==> config.mk <==
export PLATFORM = sky130hd
export DESIGN_NAME = hpack_header_block_parser_unit_flat
export DESIGN_NICKNAME = d
export VERILOG_FILES = /design/src/design/hpbp_pkg.sv /design/src/design/hpbp_if.sv /design/src/design/hpbp_int_step.sv /design/src/design/hpbp_decode.sv /design/src/design/hpbp_out_fifo.sv /design/src/design/hpack_header_block_parser_unit.sv /design/src/flat_wrapper.sv
export SDC_FILE = /design/constraint.sdc
export NUM_CORES = 1
export LEC_CHECK = 0
export BUFFER_PORTS_ARGS = -buffer_cell sky130_fd_sc_hd__buf_2
export CAP_MARGIN = 20
export CORE_ASPECT_RATIO = 1.25
export CORE_MARGIN = 1.5
export CORE_UTILIZATION = 48
export DETAILED_ROUTE_END_ITERATION = 10
export PLACE_DENSITY = 0.75
export SYNTH_ARGS = -nofsm -noshare
export SYNTH_HDL_FRONTEND = slang
export SYNTH_SLANG_ARGS = --single-unit
==> constraint.sdc <==
create_clock -name clk -period 6.7 [get_ports clk]
set_input_delay 0.67 -clock clk [delete_from_list [all_inputs] [get_ports clk]]
set_output_delay 0.67 -clock clk [all_outputs]
set_load 0.01 [all_outputs]
==> src/design/hpbp_pkg.sv <==
// Package for the HPACK header block parser: event codes, representation kinds,
// parse phase encoding and the structs shared between the parser modules.
// No dependencies.
package hpbp_pkg;

  localparam int STATIC_ENTRIES_DEF  = 61;
  localparam int DYN_ENTRIES_MAX_DEF = 64;

  // First-byte pattern bits of a representation.
  localparam logic [7:0] BIT_INDEXED  = 8'h80;
  localparam logic [7:0] BIT_INCR     = 8'h40;
  localparam logic [7:0] BIT_SIZE_UPD = 8'h20;

  // Prefix masks of the representation integers.
  localparam logic [7:0] PFX_INDEXED  = 8'h7F;
  localparam logic [7:0] PFX_INCR     = 8'h3F;
  localparam logic [7:0] PFX_SIZE_UPD = 8'h1F;
  localparam logic [7:0] PFX_PLAIN    = 8'h0F;
  localparam logic [6:0] PFX_STRLEN   = 7'h7F;

  // Largest shift that still accepts a continuation byte.
  localparam logic [5:0] INT_SHIFT_MAX  = 6'd28;
  localparam logic [5:0] INT_SHIFT_STEP = 6'd7;

  localparam logic [1:0] REP_INDEXED  = 2'd0;
  localparam logic [1:0] REP_INCR     = 2'd1;
  localparam logic [1:0] REP_PLAIN    = 2'd2;
  localparam logic [1:0] REP_SIZE_UPD = 2'd3;

  localparam logic [2:0] EV_INDEXED   = 3'd0;
  localparam logic [2:0] EV_STR_START = 3'd4;
  localparam logic [2:0] EV_STR_BYTE  = 3'd5;
  localparam logic [2:0] EV_FRAME_END = 3'd6;
  localparam logic [2:0] EV_ERROR     = 3'd7;

  localparam logic [1:0] ERR_NONE      = 2'd0;
  localparam logic [1:0] ERR_UNKNOWN   = 2'd1;
  localparam logic [1:0] ERR_OVERFLOW  = 2'd2;
  localparam logic [1:0] ERR_TRUNCATED = 2'd3;

  localparam logic [1:0] BLK_NOT_END = 2'd0;
  localparam logic [1:0] BLK_MORE    = 2'd1;
  localparam logic [1:0] BLK_DONE    = 2'd2;

  typedef enum logic [5:0] {
    PH_REP          = 6'b000001,
    PH_REP_INT      = 6'b000010,
    PH_STRLEN       = 6'b000100,
    PH_STRLEN_PLAIN = 6'b001000,
    PH_STRLEN_HUFF  = 6'b010000,
    PH_STR          = 6'b100000
  } phase_t;

  typedef struct packed {
    phase_t      phase;
    logic [31:0] int_accum;
    logic [5:0]  int_shift;
    logic [1:0]  rep_kind;
    logic [31:0] string_remaining;
    logic        cur_is_name;
    logic        draining;
  } parse_state_t;

  typedef struct packed {
    logic [31:0] accum;
    logic [5:0]  shift;
    logic        done;
    logic        overflow;
  } int_step_t;

  typedef struct packed {
    logic [2:0]  event_kind;
    logic [31:0] event_value;
    logic        index_is_dynamic;
    logic        string_huffman;
    logic        string_is_name;
    logic        string_byte_last;
    logic [1:0]  error_code;
    logic [1:0]  block_status;
  } event_t;

endpackage

==> src/design/hpbp_if.sv <==
// Stream interfaces of the HPACK header block parser: payload bytes and events.
// Depends on nothing; each interface has a source and a sink modport.
interface hpbp_byte_if;
  logic       valid;
  logic       ready;
  logic [7:0] data_byte;
  logic       frame_last;
  logic       end_headers_flag;

  modport source (output valid, data_byte, frame_last, end_headers_flag, input ready);
  modport sink   (input valid, data_byte, frame_last, end_headers_flag, output ready);
endinterface

interface hpbp_event_if;
  logic        valid;
  logic        ready;
  logic [2:0]  event_kind;
  logic [31:0] event_value;
  logic        index_is_dynamic;
  logic        string_huffman;
  logic        string_is_name;
  logic        string_byte_last;
  logic [1:0]  error_code;
  logic [1:0]  block_status;

  modport source (output valid, event_kind, event_value, index_is_dynamic, string_huffman,
                  string_is_name, string_byte_last, error_code, block_status,
                  input ready);
  modport sink   (input valid, event_kind, event_value, index_is_dynamic, string_huffman,
                  string_is_name, string_byte_last, error_code, block_status,
                  output ready);
endinterface

==> src/design/hpbp_int_step.sv <==
// One continuation byte of an HPACK prefix integer, with overflow detection.
// Depends on hpbp_pkg.
module hpbp_int_step (
  input  logic [31:0]        accum,
  input  logic [5:0]         shift,
  input  logic [7:0]         data_byte,
  output hpbp_pkg::int_step_t step
);

  logic [39:0] addend;
  logic [39:0] sum;

  assign addend = 40'(data_byte[6:0]) << shift;
  assign sum    = {8'd0, accum} + addend;

  always_comb begin
    step.accum    = sum[31:0];
    step.shift    = shift + hpbp_pkg::INT_SHIFT_STEP;
    step.done     = ~data_byte[7];
    // More than five continuation bytes, or a value past 32 bits.
    step.overflow = (shift > hpbp_pkg::INT_SHIFT_MAX) || (sum[39:32] != 8'd0);
  end

endmodule

==> src/design/hpbp_decode.sv <==
// Next-state and event logic of the HPACK parser for one registered byte.
// Depends on hpbp_pkg and hpbp_int_step.
module hpbp_decode #(
  parameter int STATIC_ENTRIES  = hpbp_pkg::STATIC_ENTRIES_DEF,
  parameter int DYN_ENTRIES_MAX = hpbp_pkg::DYN_ENTRIES_MAX_DEF,
  parameter int DYN_W           = $clog2(DYN_ENTRIES_MAX + 1)
) (
  input  hpbp_pkg::parse_state_t st,
  input  logic [DYN_W-1:0]       dyn_count,
  input  logic [7:0]             data_byte,
  input  logic                   frame_last,
  input  logic                   end_headers_flag,
  output hpbp_pkg::parse_state_t st_next,
  output logic [DYN_W-1:0]       dyn_count_next,
  output logic                   ev_valid,
  output hpbp_pkg::event_t       ev
);

  hpbp_pkg::int_step_t step;

  hpbp_int_step u_int_step (
    .accum     (st.int_accum),
    .shift     (st.int_shift),
    .data_byte (data_byte),
    .step      (step)
  );

  logic [31:0] dyn32;
  logic [32:0] dyn_limit;

  assign dyn32     = 32'(dyn_count);
  assign dyn_limit = 33'(STATIC_ENTRIES) + {1'b0, dyn32};

  always_comb begin
    logic        do_finish;
    logic        do_start;
    logic        do_done;
    logic [31:0] fin_v;
    logic [31:0] str_len;
    logic        str_huff;
    logic [1:0]  rk;
    logic [7:0]  mask;
    logic [7:0]  prefix;
    logic [31:0] rem;

    st_next        = st;
    dyn_count_next = dyn_count;
    ev_valid       = 1'b0;
    ev             = '0;
    do_finish      = 1'b0;
    do_start       = 1'b0;
    do_done        = 1'b0;
    fin_v          = step.accum;
    str_len        = step.accum;
    str_huff       = 1'b0;
    rk             = st.rep_kind;
    mask           = hpbp_pkg::PFX_PLAIN;
    prefix         = '0;
    rem            = st.string_remaining - 32'd1;

    if (st.draining) begin
      if (frame_last) begin
        ev_valid         = 1'b1;
        ev.event_kind    = hpbp_pkg::EV_FRAME_END;
        st_next.draining = 1'b0;
        st_next.phase    = hpbp_pkg::PH_REP;
      end
    end else begin
      unique case (st.phase) inside
        hpbp_pkg::PH_REP_INT: begin
          if (step.overflow) begin
            ev_valid      = 1'b1;
            ev.event_kind = hpbp_pkg::EV_ERROR;
            ev.error_code = hpbp_pkg::ERR_OVERFLOW;
          end else begin
            st_next.int_accum = step.accum;
            st_next.int_shift = step.shift;
            do_finish         = step.done;
          end
        end
        hpbp_pkg::PH_STRLEN: begin
          if (data_byte[6:0] != hpbp_pkg::PFX_STRLEN) begin
            do_start = 1'b1;
            str_len  = 32'(data_byte[6:0]);
            str_huff = data_byte[7];
          end else begin
            st_next.int_accum = 32'(hpbp_pkg::PFX_STRLEN);
            st_next.int_shift = '0;
            st_next.phase     = data_byte[7] ? hpbp_pkg::PH_STRLEN_HUFF
                                             : hpbp_pkg::PH_STRLEN_PLAIN;
          end
        end
        hpbp_pkg::PH_STRLEN_PLAIN, hpbp_pkg::PH_STRLEN_HUFF: begin
          if (step.overflow) begin
            ev_valid      = 1'b1;
            ev.event_kind = hpbp_pkg::EV_ERROR;
            ev.error_code = hpbp_pkg::ERR_OVERFLOW;
          end else begin
            st_next.int_accum = step.accum;
            st_next.int_shift = step.shift;
            do_start          = step.done;
            str_huff          = (st.phase == hpbp_pkg::PH_STRLEN_HUFF);
          end
        end
        hpbp_pkg::PH_STR: begin
          st_next.string_remaining = rem;
          ev_valid            = 1'b1;
          ev.event_kind       = hpbp_pkg::EV_STR_BYTE;
          ev.event_value      = 32'(data_byte);
          ev.string_is_name   = st.cur_is_name;
          ev.string_byte_last = (rem == 32'd0);
          do_done             = (rem == 32'd0);
        end
        default: begin
          // Start of a representation, sorted by its leading bits.
          if ((data_byte & hpbp_pkg::BIT_INDEXED) != 8'd0) begin
            rk   = hpbp_pkg::REP_INDEXED;
            mask = hpbp_pkg::PFX_INDEXED;
          end else if ((data_byte & hpbp_pkg::BIT_INCR) != 8'd0) begin
            rk   = hpbp_pkg::REP_INCR;
            mask = hpbp_pkg::PFX_INCR;
          end else if ((data_byte & hpbp_pkg::BIT_SIZE_UPD) != 8'd0) begin
            rk   = hpbp_pkg::REP_SIZE_UPD;
            mask = hpbp_pkg::PFX_SIZE_UPD;
          end else begin
            rk   = hpbp_pkg::REP_PLAIN;
            mask = hpbp_pkg::PFX_PLAIN;
          end
          prefix            = data_byte & mask;
          st_next.rep_kind  = rk;
          st_next.int_accum = 32'(prefix);
          st_next.int_shift = '0;
          fin_v             = 32'(prefix);
          if (prefix < mask) begin
            do_finish = 1'b1;
          end else begin
            st_next.phase = hpbp_pkg::PH_REP_INT;
          end
        end
      endcase

      if (do_finish) begin
        ev_valid = 1'b1;
        if (rk == hpbp_pkg::REP_SIZE_UPD) begin
          if (fin_v < dyn32) begin
            dyn_count_next = fin_v[DYN_W-1:0];
          end
          ev.event_kind  = {1'b0, rk};
          ev.event_value = fin_v;
          st_next.phase  = hpbp_pkg::PH_REP;
        end else if (rk != hpbp_pkg::REP_INDEXED && fin_v == 32'd0) begin
          // Literal with a new name: a name string comes first.
          ev.event_kind       = {1'b0, rk};
          st_next.cur_is_name = 1'b1;
          st_next.phase       = hpbp_pkg::PH_STRLEN;
        end else if (fin_v == 32'd0 || {1'b0, fin_v} > dyn_limit) begin
          ev.event_kind = hpbp_pkg::EV_ERROR;
          ev.error_code = hpbp_pkg::ERR_UNKNOWN;
        end else begin
          ev.event_kind       = {1'b0, rk};
          ev.event_value      = fin_v;
          ev.index_is_dynamic = (fin_v > 32'(STATIC_ENTRIES));
          if (rk == hpbp_pkg::REP_INDEXED) begin
            st_next.phase = hpbp_pkg::PH_REP;
          end else begin
            st_next.cur_is_name = 1'b0;
            st_next.phase       = hpbp_pkg::PH_STRLEN;
          end
        end
      end

      if (do_start) begin
        ev_valid          = 1'b1;
        ev.event_kind     = hpbp_pkg::EV_STR_START;
        ev.event_value    = str_len;
        ev.string_huffman = str_huff;
        ev.string_is_name = st.cur_is_name;
        if (str_len == 32'd0) begin
          do_done = 1'b1;
        end else begin
          st_next.string_remaining = str_len;
          st_next.phase            = hpbp_pkg::PH_STR;
        end
      end

      if (do_done) begin
        if (st.cur_is_name) begin
          st_next.cur_is_name = 1'b0;
          st_next.phase       = hpbp_pkg::PH_STRLEN;
        end else begin
          if (st.rep_kind == hpbp_pkg::REP_INCR &&
              dyn_count < DYN_W'(DYN_ENTRIES_MAX)) begin
            dyn_count_next = dyn_count + DYN_W'(1);
          end
          st_next.phase = hpbp_pkg::PH_REP;
        end
      end

      // A byte's own error takes precedence over truncation at frame end.
      if (ev_valid && ev.event_kind == hpbp_pkg::EV_ERROR) begin
        st_next.phase    = hpbp_pkg::PH_REP;
        st_next.draining = ~frame_last;
      end else if (frame_last && st_next.phase != hpbp_pkg::PH_REP) begin
        ev_valid      = 1'b1;
        ev            = '0;
        ev.event_kind = hpbp_pkg::EV_ERROR;
        ev.error_code = hpbp_pkg::ERR_TRUNCATED;
        st_next.phase = hpbp_pkg::PH_REP;
      end
    end

    if (frame_last && ev_valid) begin
      ev.block_status = end_headers_flag ? hpbp_pkg::BLK_DONE : hpbp_pkg::BLK_MORE;
    end else begin
      ev.block_status = hpbp_pkg::BLK_NOT_END;
    end
  end

endmodule

==> src/design/hpbp_out_fifo.sv <==
// Two-entry event queue that decouples the parser from the event sink.
// Depends on hpbp_pkg and the hpbp_event_if interface.
module hpbp_out_fifo (
  input  logic             clk,
  input  logic             rst,
  input  logic             push,
  input  hpbp_pkg::event_t push_data,
  output logic             space,
  hpbp_event_if.source     events
);

  hpbp_pkg::event_t entry [2];
  logic [1:0]       count;
  logic             wr_ptr;
  logic             rd_ptr;
  logic             pop;
  hpbp_pkg::event_t head;

  assign space = (count != 2'd2);
  assign pop   = events.valid && events.ready;
  assign head  = entry[rd_ptr];

  always_ff @(posedge clk) begin
    if (rst) begin
      count  <= '0;
      wr_ptr <= 1'b0;
      rd_ptr <= 1'b0;
    end else begin
      if (push) begin
        wr_ptr <= ~wr_ptr;
      end
      if (pop) begin
        rd_ptr <= ~rd_ptr;
      end
      count <= count + 2'(push) - 2'(pop);
    end
  end

  always_ff @(posedge clk) begin
    if (push) begin
      entry[wr_ptr] <= push_data;
    end
  end

  assign events.valid            = (count != 2'd0);
  assign events.event_kind       = head.event_kind;
  assign events.event_value      = head.event_value;
  assign events.index_is_dynamic = head.index_is_dynamic;
  assign events.string_huffman   = head.string_huffman;
  assign events.string_is_name   = head.string_is_name;
  assign events.string_byte_last = head.string_byte_last;
  assign events.error_code       = head.error_code;
  assign events.block_status     = head.block_status;

endmodule

==> src/design/hpack_header_block_parser_unit.sv <==
// Top level of the HPACK header block parser: input register, parse state and
// event queue. Depends on hpbp_pkg, hpbp_if, hpbp_decode and hpbp_out_fifo.
//
//   channel   modport   payload                                         moves
//   bytes     sink      data_byte, frame_last, end_headers_flag         one byte request
//   events    source    event_kind .. block_status                      zero or one event
//
// One byte is accepted per cycle while bytes.ready is high; its event goes from the input
// register into the event queue, and the parse state advances with it, in one pass.
// Synchronous reset empties the input register and the event queue and returns
// the parser to the start of a representation with an empty dynamic table.
// A stalled event sink fills the two-entry queue; then the input register holds
// and bytes.ready drops until an event is taken.
module hpack_header_block_parser_unit #(
  parameter int STATIC_ENTRIES  = hpbp_pkg::STATIC_ENTRIES_DEF,
  parameter int DYN_ENTRIES_MAX = hpbp_pkg::DYN_ENTRIES_MAX_DEF
) (
  input  logic         clk,
  input  logic         rst,
  hpbp_byte_if.sink    bytes,
  hpbp_event_if.source events
);

  localparam int DYN_W = $clog2(DYN_ENTRIES_MAX + 1);

  logic       s1_valid;
  logic [7:0] s1_byte;
  logic       s1_last;
  logic       s1_eh;
  logic       s1_go;
  logic       space;

  hpbp_pkg::parse_state_t st;
  hpbp_pkg::parse_state_t st_next;
  logic [DYN_W-1:0]       dyn_count;
  logic [DYN_W-1:0]       dyn_count_next;
  logic                   ev_valid;
  hpbp_pkg::event_t       ev;

  assign bytes.ready = ~s1_valid || space;
  assign s1_go       = s1_valid && space;

  always_ff @(posedge clk) begin
    if (rst) begin
      s1_valid <= 1'b0;
    end else if (bytes.valid && bytes.ready) begin
      s1_valid <= 1'b1;
    end else if (s1_go) begin
      s1_valid <= 1'b0;
    end
  end

  always_ff @(posedge clk) begin
    if (bytes.valid && bytes.ready) begin
      s1_byte <= bytes.data_byte;
      s1_last <= bytes.frame_last;
      s1_eh   <= bytes.end_headers_flag;
    end
  end

  always_ff @(posedge clk) begin
    if (rst) begin
      st.phase            <= hpbp_pkg::PH_REP;
      st.int_accum        <= '0;
      st.int_shift        <= '0;
      st.rep_kind         <= '0;
      st.string_remaining <= '0;
      st.cur_is_name      <= 1'b0;
      st.draining         <= 1'b0;
      dyn_count           <= '0;
    end else if (s1_go) begin
      st        <= st_next;
      dyn_count <= dyn_count_next;
    end
  end

  hpbp_decode #(
    .STATIC_ENTRIES  (STATIC_ENTRIES),
    .DYN_ENTRIES_MAX (DYN_ENTRIES_MAX),
    .DYN_W           (DYN_W)
  ) u_decode (
    .st               (st),
    .dyn_count        (dyn_count),
    .data_byte        (s1_byte),
    .frame_last       (s1_last),
    .end_headers_flag (s1_eh),
    .st_next          (st_next),
    .dyn_count_next   (dyn_count_next),
    .ev_valid         (ev_valid),
    .ev               (ev)
  );

  hpbp_out_fifo u_out_fifo (
    .clk       (clk),
    .rst       (rst),
    .push      (s1_go && ev_valid),
    .push_data (ev),
    .space     (space),
    .events    (events)
  );

endmodule

==> src/flat_wrapper.sv <==
// flat-port wrapper written by rule: the top's interface ports become plain ports
module hpack_header_block_parser_unit_flat 
#(
  parameter int STATIC_ENTRIES  = hpbp_pkg::STATIC_ENTRIES_DEF,
  parameter int DYN_ENTRIES_MAX = hpbp_pkg::DYN_ENTRIES_MAX_DEF
)
  (clk, rst, bytes_valid, bytes_data_byte, bytes_frame_last, bytes_end_headers_flag, bytes_ready, events_valid, events_event_kind, events_event_value, events_index_is_dynamic, events_string_huffman, events_string_is_name, events_string_byte_last, events_error_code, events_block_status, events_ready);
  hpbp_byte_if bytes_i ();
  hpbp_event_if events_i ();
  input  logic clk;
  input  logic rst;
  input wire logic [$bits(bytes_i.valid)-1:0] bytes_valid;
  input wire logic [$bits(bytes_i.data_byte)-1:0] bytes_data_byte;
  input wire logic [$bits(bytes_i.frame_last)-1:0] bytes_frame_last;
  input wire logic [$bits(bytes_i.end_headers_flag)-1:0] bytes_end_headers_flag;
  output wire logic [$bits(bytes_i.ready)-1:0] bytes_ready;
  output wire logic [$bits(events_i.valid)-1:0] events_valid;
  output wire logic [$bits(events_i.event_kind)-1:0] events_event_kind;
  output wire logic [$bits(events_i.event_value)-1:0] events_event_value;
  output wire logic [$bits(events_i.index_is_dynamic)-1:0] events_index_is_dynamic;
  output wire logic [$bits(events_i.string_huffman)-1:0] events_string_huffman;
  output wire logic [$bits(events_i.string_is_name)-1:0] events_string_is_name;
  output wire logic [$bits(events_i.string_byte_last)-1:0] events_string_byte_last;
  output wire logic [$bits(events_i.error_code)-1:0] events_error_code;
  output wire logic [$bits(events_i.block_status)-1:0] events_block_status;
  input wire logic [$bits(events_i.ready)-1:0] events_ready;
  assign bytes_i.valid = bytes_valid;
  assign bytes_i.data_byte = bytes_data_byte;
  assign bytes_i.frame_last = bytes_frame_last;
  assign bytes_i.end_headers_flag = bytes_end_headers_flag;
  assign bytes_ready = bytes_i.ready;
  assign events_valid = events_i.valid;
  assign events_event_kind = events_i.event_kind;
  assign events_event_value = events_i.event_value;
  assign events_index_is_dynamic = events_i.index_is_dynamic;
  assign events_string_huffman = events_i.string_huffman;
  assign events_string_is_name = events_i.string_is_name;
  assign events_string_byte_last = events_i.string_byte_last;
  assign events_error_code = events_i.error_code;
  assign events_block_status = events_i.block_status;
  assign events_i.ready = events_ready;
  hpack_header_block_parser_unit #(.STATIC_ENTRIES(STATIC_ENTRIES), .DYN_ENTRIES_MAX(DYN_ENTRIES_MAX)) u_core (.clk(clk), .rst(rst), .bytes(bytes_i), .events(events_i));
endmodule
==> results.py <==
metrics = {
    "clock_network": {
        "clk_latency_ns": 0.44,
        "clock-sinks": 189,
        "cts_buffers": 17,
        "clk_pin_slew_ns": 0.07,
        "clockBufferDepth": 2,
        "cts-root-buf": "clkbuf_16",
        "cts_tree": "yes",
        "holdBufCountCts": 0,
        "htreeDepth": 4,
        "post_cts_buffers": 0,
    },
    "sta": {
        "fin_ws_ns": 0.257,
        "rsz0062_at_grt": "false",
        "fmax_mhz": 155,
        "tightest_slew_ns": 1.01,
        "setup_violations": 0,
        "finalCritPeriodShare_pct": 96.2,
        "fin_crit_ns": 6.44,
        "final_max_slew_viol_count": 0,
        "clock_skew_ns": 0.0106,
        "setup_tns_ns": 0,
        "slew_headroom_pct": 32.8,
        "finalHoldViolCount": 0,
    },
    "placement": {
        "place_ws_ns": -0.251,
        "placed_area_mm2": 0.0143,
        "port_buffers": 58,
        "routabilityCongestion": 1.01,
        "hpwl_um": 30400,
    },
    "finish": {
        "syn_to_final_growth_pct": 10.9,
        "final_area_mm2": 0.0149,
        "antennaDiodeCount": 0,
        "final_cell_mix": "nor2_1 (243), a21oi_1 (127), nand2_1 (109), edfxtp_1 (96), o21ai_0 (95)",
        "drive_gt1_share_pct": 15.5,
        "fin_nets": 1732,
        "final_common_cell": "nor2_1",
    },
    "floorplan": {
        "die_area_mm2": 0.0290,
        "die_x_um": 153,
        "start_util_pct": 48.8,
        "design.core.area_mm2": 0.0276,
        "die_y_um": 190,
        "io_pins": 59,
        "rows": 68,
    },
    "pwr": {
        "ir_worst_vdd_mv": 0.152,
        "power_density_mw_per_mm2": 208,
        "p_leak_nw": 5.48,
    },
    "global_route": {
        "antenna_found_initial": 1,
        "grt_pass1_vias": 12080,
        "grt_overflow_total": 0,
        "grt_pass1_wl_um": 64800,
        "track_usage_pct": 27.9,
        "grt_max_degree": 59,
    },
    "critical_path": {
        "crit_path_max_fanout": 12,
        "startpoint": "u_core.s1_byte[3]",
        "critPathTopFamily": "compound AO/OA/AOI/OAI gates",
        "reg2reg_setup_slack_ns": 0.26,
        "cp_num_buf_inv": 2,
        "slowest_delay_ns": 0.58,
        "worst_r2r_endpoint": "u_core.u_out_fifo.entry[0][7]",
        "crit_arrival_ns": 6.66,
        "endpoint_kind": "flop",
        "cp-start-kind": "flop",
        "critPathRequiredTime_ns": 6.92,
        "cp_slowest_cell": "mux4_2",
        "worst-setup-path-type": "reg2reg",
        "path_cells": "mux4_2 -> mux2i_2 -> nor2_1 -> ha_1 -> a2111oi_0 -> o21ai_1 -> a31oi_4 -> o21ai_1 -> a311o_1 -> a211oi_2 -> nand4bb_1 -> nor4_2 -> buf_4 -> a21oi_1 -> a31oi_1 -> a21oi_2 -> o31ai_4 -> o21ai_1 -> buf_4 -> nor4_2",
        "rr_worst_depth": 20,
        "r2r_start": "u_core.s1_byte[3]",
        "cp_common_cell": "o21ai_1",
    },
    "job": {
        "maxCapViolCount": 0,
    },
    "synthesis": {
        "synth_seq_cells": 189,
        "yosys.cell_types.count": 97,
        "yosys.area.top_type": "edfxtp_1",
        "syn-instance-count": 1621,
        "ys_warn_count": 0,
        "synth-simple-area-share_pct": 23.0,
        "synthAdderAreaFrac_pct": 5.18,
        "synth.yosys.seq_area_share_pct": 35.3,
        "synth_edf_count": 96,
        "synth_top_area_share_pct": 21.4,
        "synth_mux_area_share_pct": 6.01,
        "syn_nets": 1690,
        "syn_area_mm2": 0.0134,
        "synth_area_per_cell_um2": 8.29,
        "synth_area_leaders": "edfxtp_1 (21%), dfxtp_1 (14%), nor2_1 (6.9%)",
        "ys_async_sr_fraction_pct": 0,
        "synth_top_family_by_area": "simple AND/OR/NAND/NOR gates",
        "synthFlopType": "edfxtp_1",
        "synth-compound-area-share_pct": 22.4,
        "synth-xor-area-share_pct": 3.71,
    },
    "detailed_routing": {
        "firstDrtPassIters": 6,
        "num_vias": 12941,
        "drt_iter0_drc": 1327,
        "route.detailed.drc": 0,
        "drt_wl_total_um": 40900,
        "wl_per_cell_um": 20.2,
        "ant_nets": 0,
        "vias_per_cell": 6.39,
    },
    "run_status": {
        "outcome": "finished, final reports clean",
    },
    "hold_path": {
        "hold_depth": 1,
        "hp-class": "in2reg",
        "hold_end": "u_core.s1_byte[2]",
        "min_from": "bytes_data_byte[2]",
    },
}
cell families after synthesis:
| group | Yosys count |
|---|---|
| AOI/OAI and AO/OA | 458 |
| xor gates and xnor gates | 57 |
| adders and majority gates | 55 |
| buffers and inverters | 153 |
| DFF | 189 |
| muxes | 69 |
| and+or+nand+nor | 640 |
cell type report:
type | instances | area (µm²)
clock buffers | 21 | 440
clock inverters | 11 | 86.3
fillers | 2615 | 12700
inverters | 48 | 180
multi-input cells | 1279 | 8180
flip-flops and latches | 189 | 4750
well taps | 350 | 438
repair buffers | 128 | 828
how the worst max path moves through the flow:
stage                                          to  slack, ns  depth (start not counted)
detailed placement  u_core.u_out_fifo.entry[0][7]      -0.25                         23
global route        u_core.u_out_fifo.entry[0][7]       0.01                         21
finish              u_core.u_out_fifo.entry[0][7]       0.26                         20
global placement    u_core.u_out_fifo.entry[1][7]      -0.16                         25
CTS                 u_core.u_out_fifo.entry[0][7]       0.07                         25
floorplan           u_core.u_out_fifo.entry[0][0]      -0.02                         22
worst reg2reg max path, stage by stage, from the launching register on:
cell and delay, ns:
edfxtp_1 0.57, mux4_2 0.58, mux2i_2 0.32, nor2_1 0.09, ha_1 0.35, a2111oi_0 0.45, o21ai_1 0.20, a31oi_4 0.37
o21ai_1 0.24, a311o_1 0.44, a211oi_2 0.39, nand4bb_1 0.18, nor4_2 0.28, buf_4 0.21, a21oi_1 0.10, a31oi_1 0.26
a21oi_2 0.12, o31ai_4 0.32, o21ai_1 0.12, buf_4 0.20, nor4_2 0.40
report_power, final:
part           switching, W  total, W  leakage [nW]  internal, W
registers         0.0000694   0.00137          1.65      0.00130
clock network      0.000466  0.000946         0.248     0.000480
logic              0.000457  0.000786          3.58     0.000329
total              0.000992   0.00310          5.48      0.00211
routing by layer:
| layer | GRT usage [%] | wire (µm) | share of wire (%) |
|---|---|---|---|
| met5 | 0 | 13 | 0.032 |
| met4 | 15.2 | 2000 | 4.9 |
| met3 | 4.12 | 2840 | 6.9 |
| met2 | 47.1 | 19400 | 47 |
| met1 | 34.3 | 16600 | 41 |
registers in the layout (all words and copies together), names as in the netlist, named ones only:
register and cells:
u_core.s1_eh 1, u_core.u_out_fifo.entry 86, u_core.s1_valid 1, u_core.u_out_fifo.count 2
u_core.u_out_fifo.wr_ptr 1, u_core.st 80, u_core.dyn_count 7, u_core.s1_last 1
u_core.u_out_fifo.rd_ptr 1, u_core.s1_byte 8
through the flow:
step                instances  total power [W]  hold WS (ns)  utilization, %
finish                   2026          0.00310         0.399            54.1
global route             2026          0.00323         0.383            54.1
CTS                      2026          0.00310         0.386            53.9
detailed placement       1994          0.00216         0.457            51.9
global placement         1994          0.00215         0.447            51.9
floorplan                1621          0.00190         0.436               -
cell usage after synthesis (20+ instances only):
| cell | count |
|---|---|
| a21oi_1 | 127 |
| o21ai_0 | 96 |
| nor3_1 | 83 |
| nand2_1 | 109 |
| xnor2_1 | 38 |
| ha_1 | 54 |
| dfxtp_1 | 93 |
| mux2_2 | 54 |
| inv_1 | 47 |
| nor2_1 | 246 |
| clkbuf_1 | 82 |
| a211oi_1 | 23 |
| nand3_1 | 45 |
| o22ai_1 | 20 |
| and3_1 | 20 |
| edfxtp_1 | 96 |
repair_timing:
action / in CTS / in global routing
setup endpoints to repair: 54 / 77
cloned: 0 / 0
hold endpoints to repair: 0 / 0
gates resized for setup: 4 / 11
(Power assumes the default switching activity.)
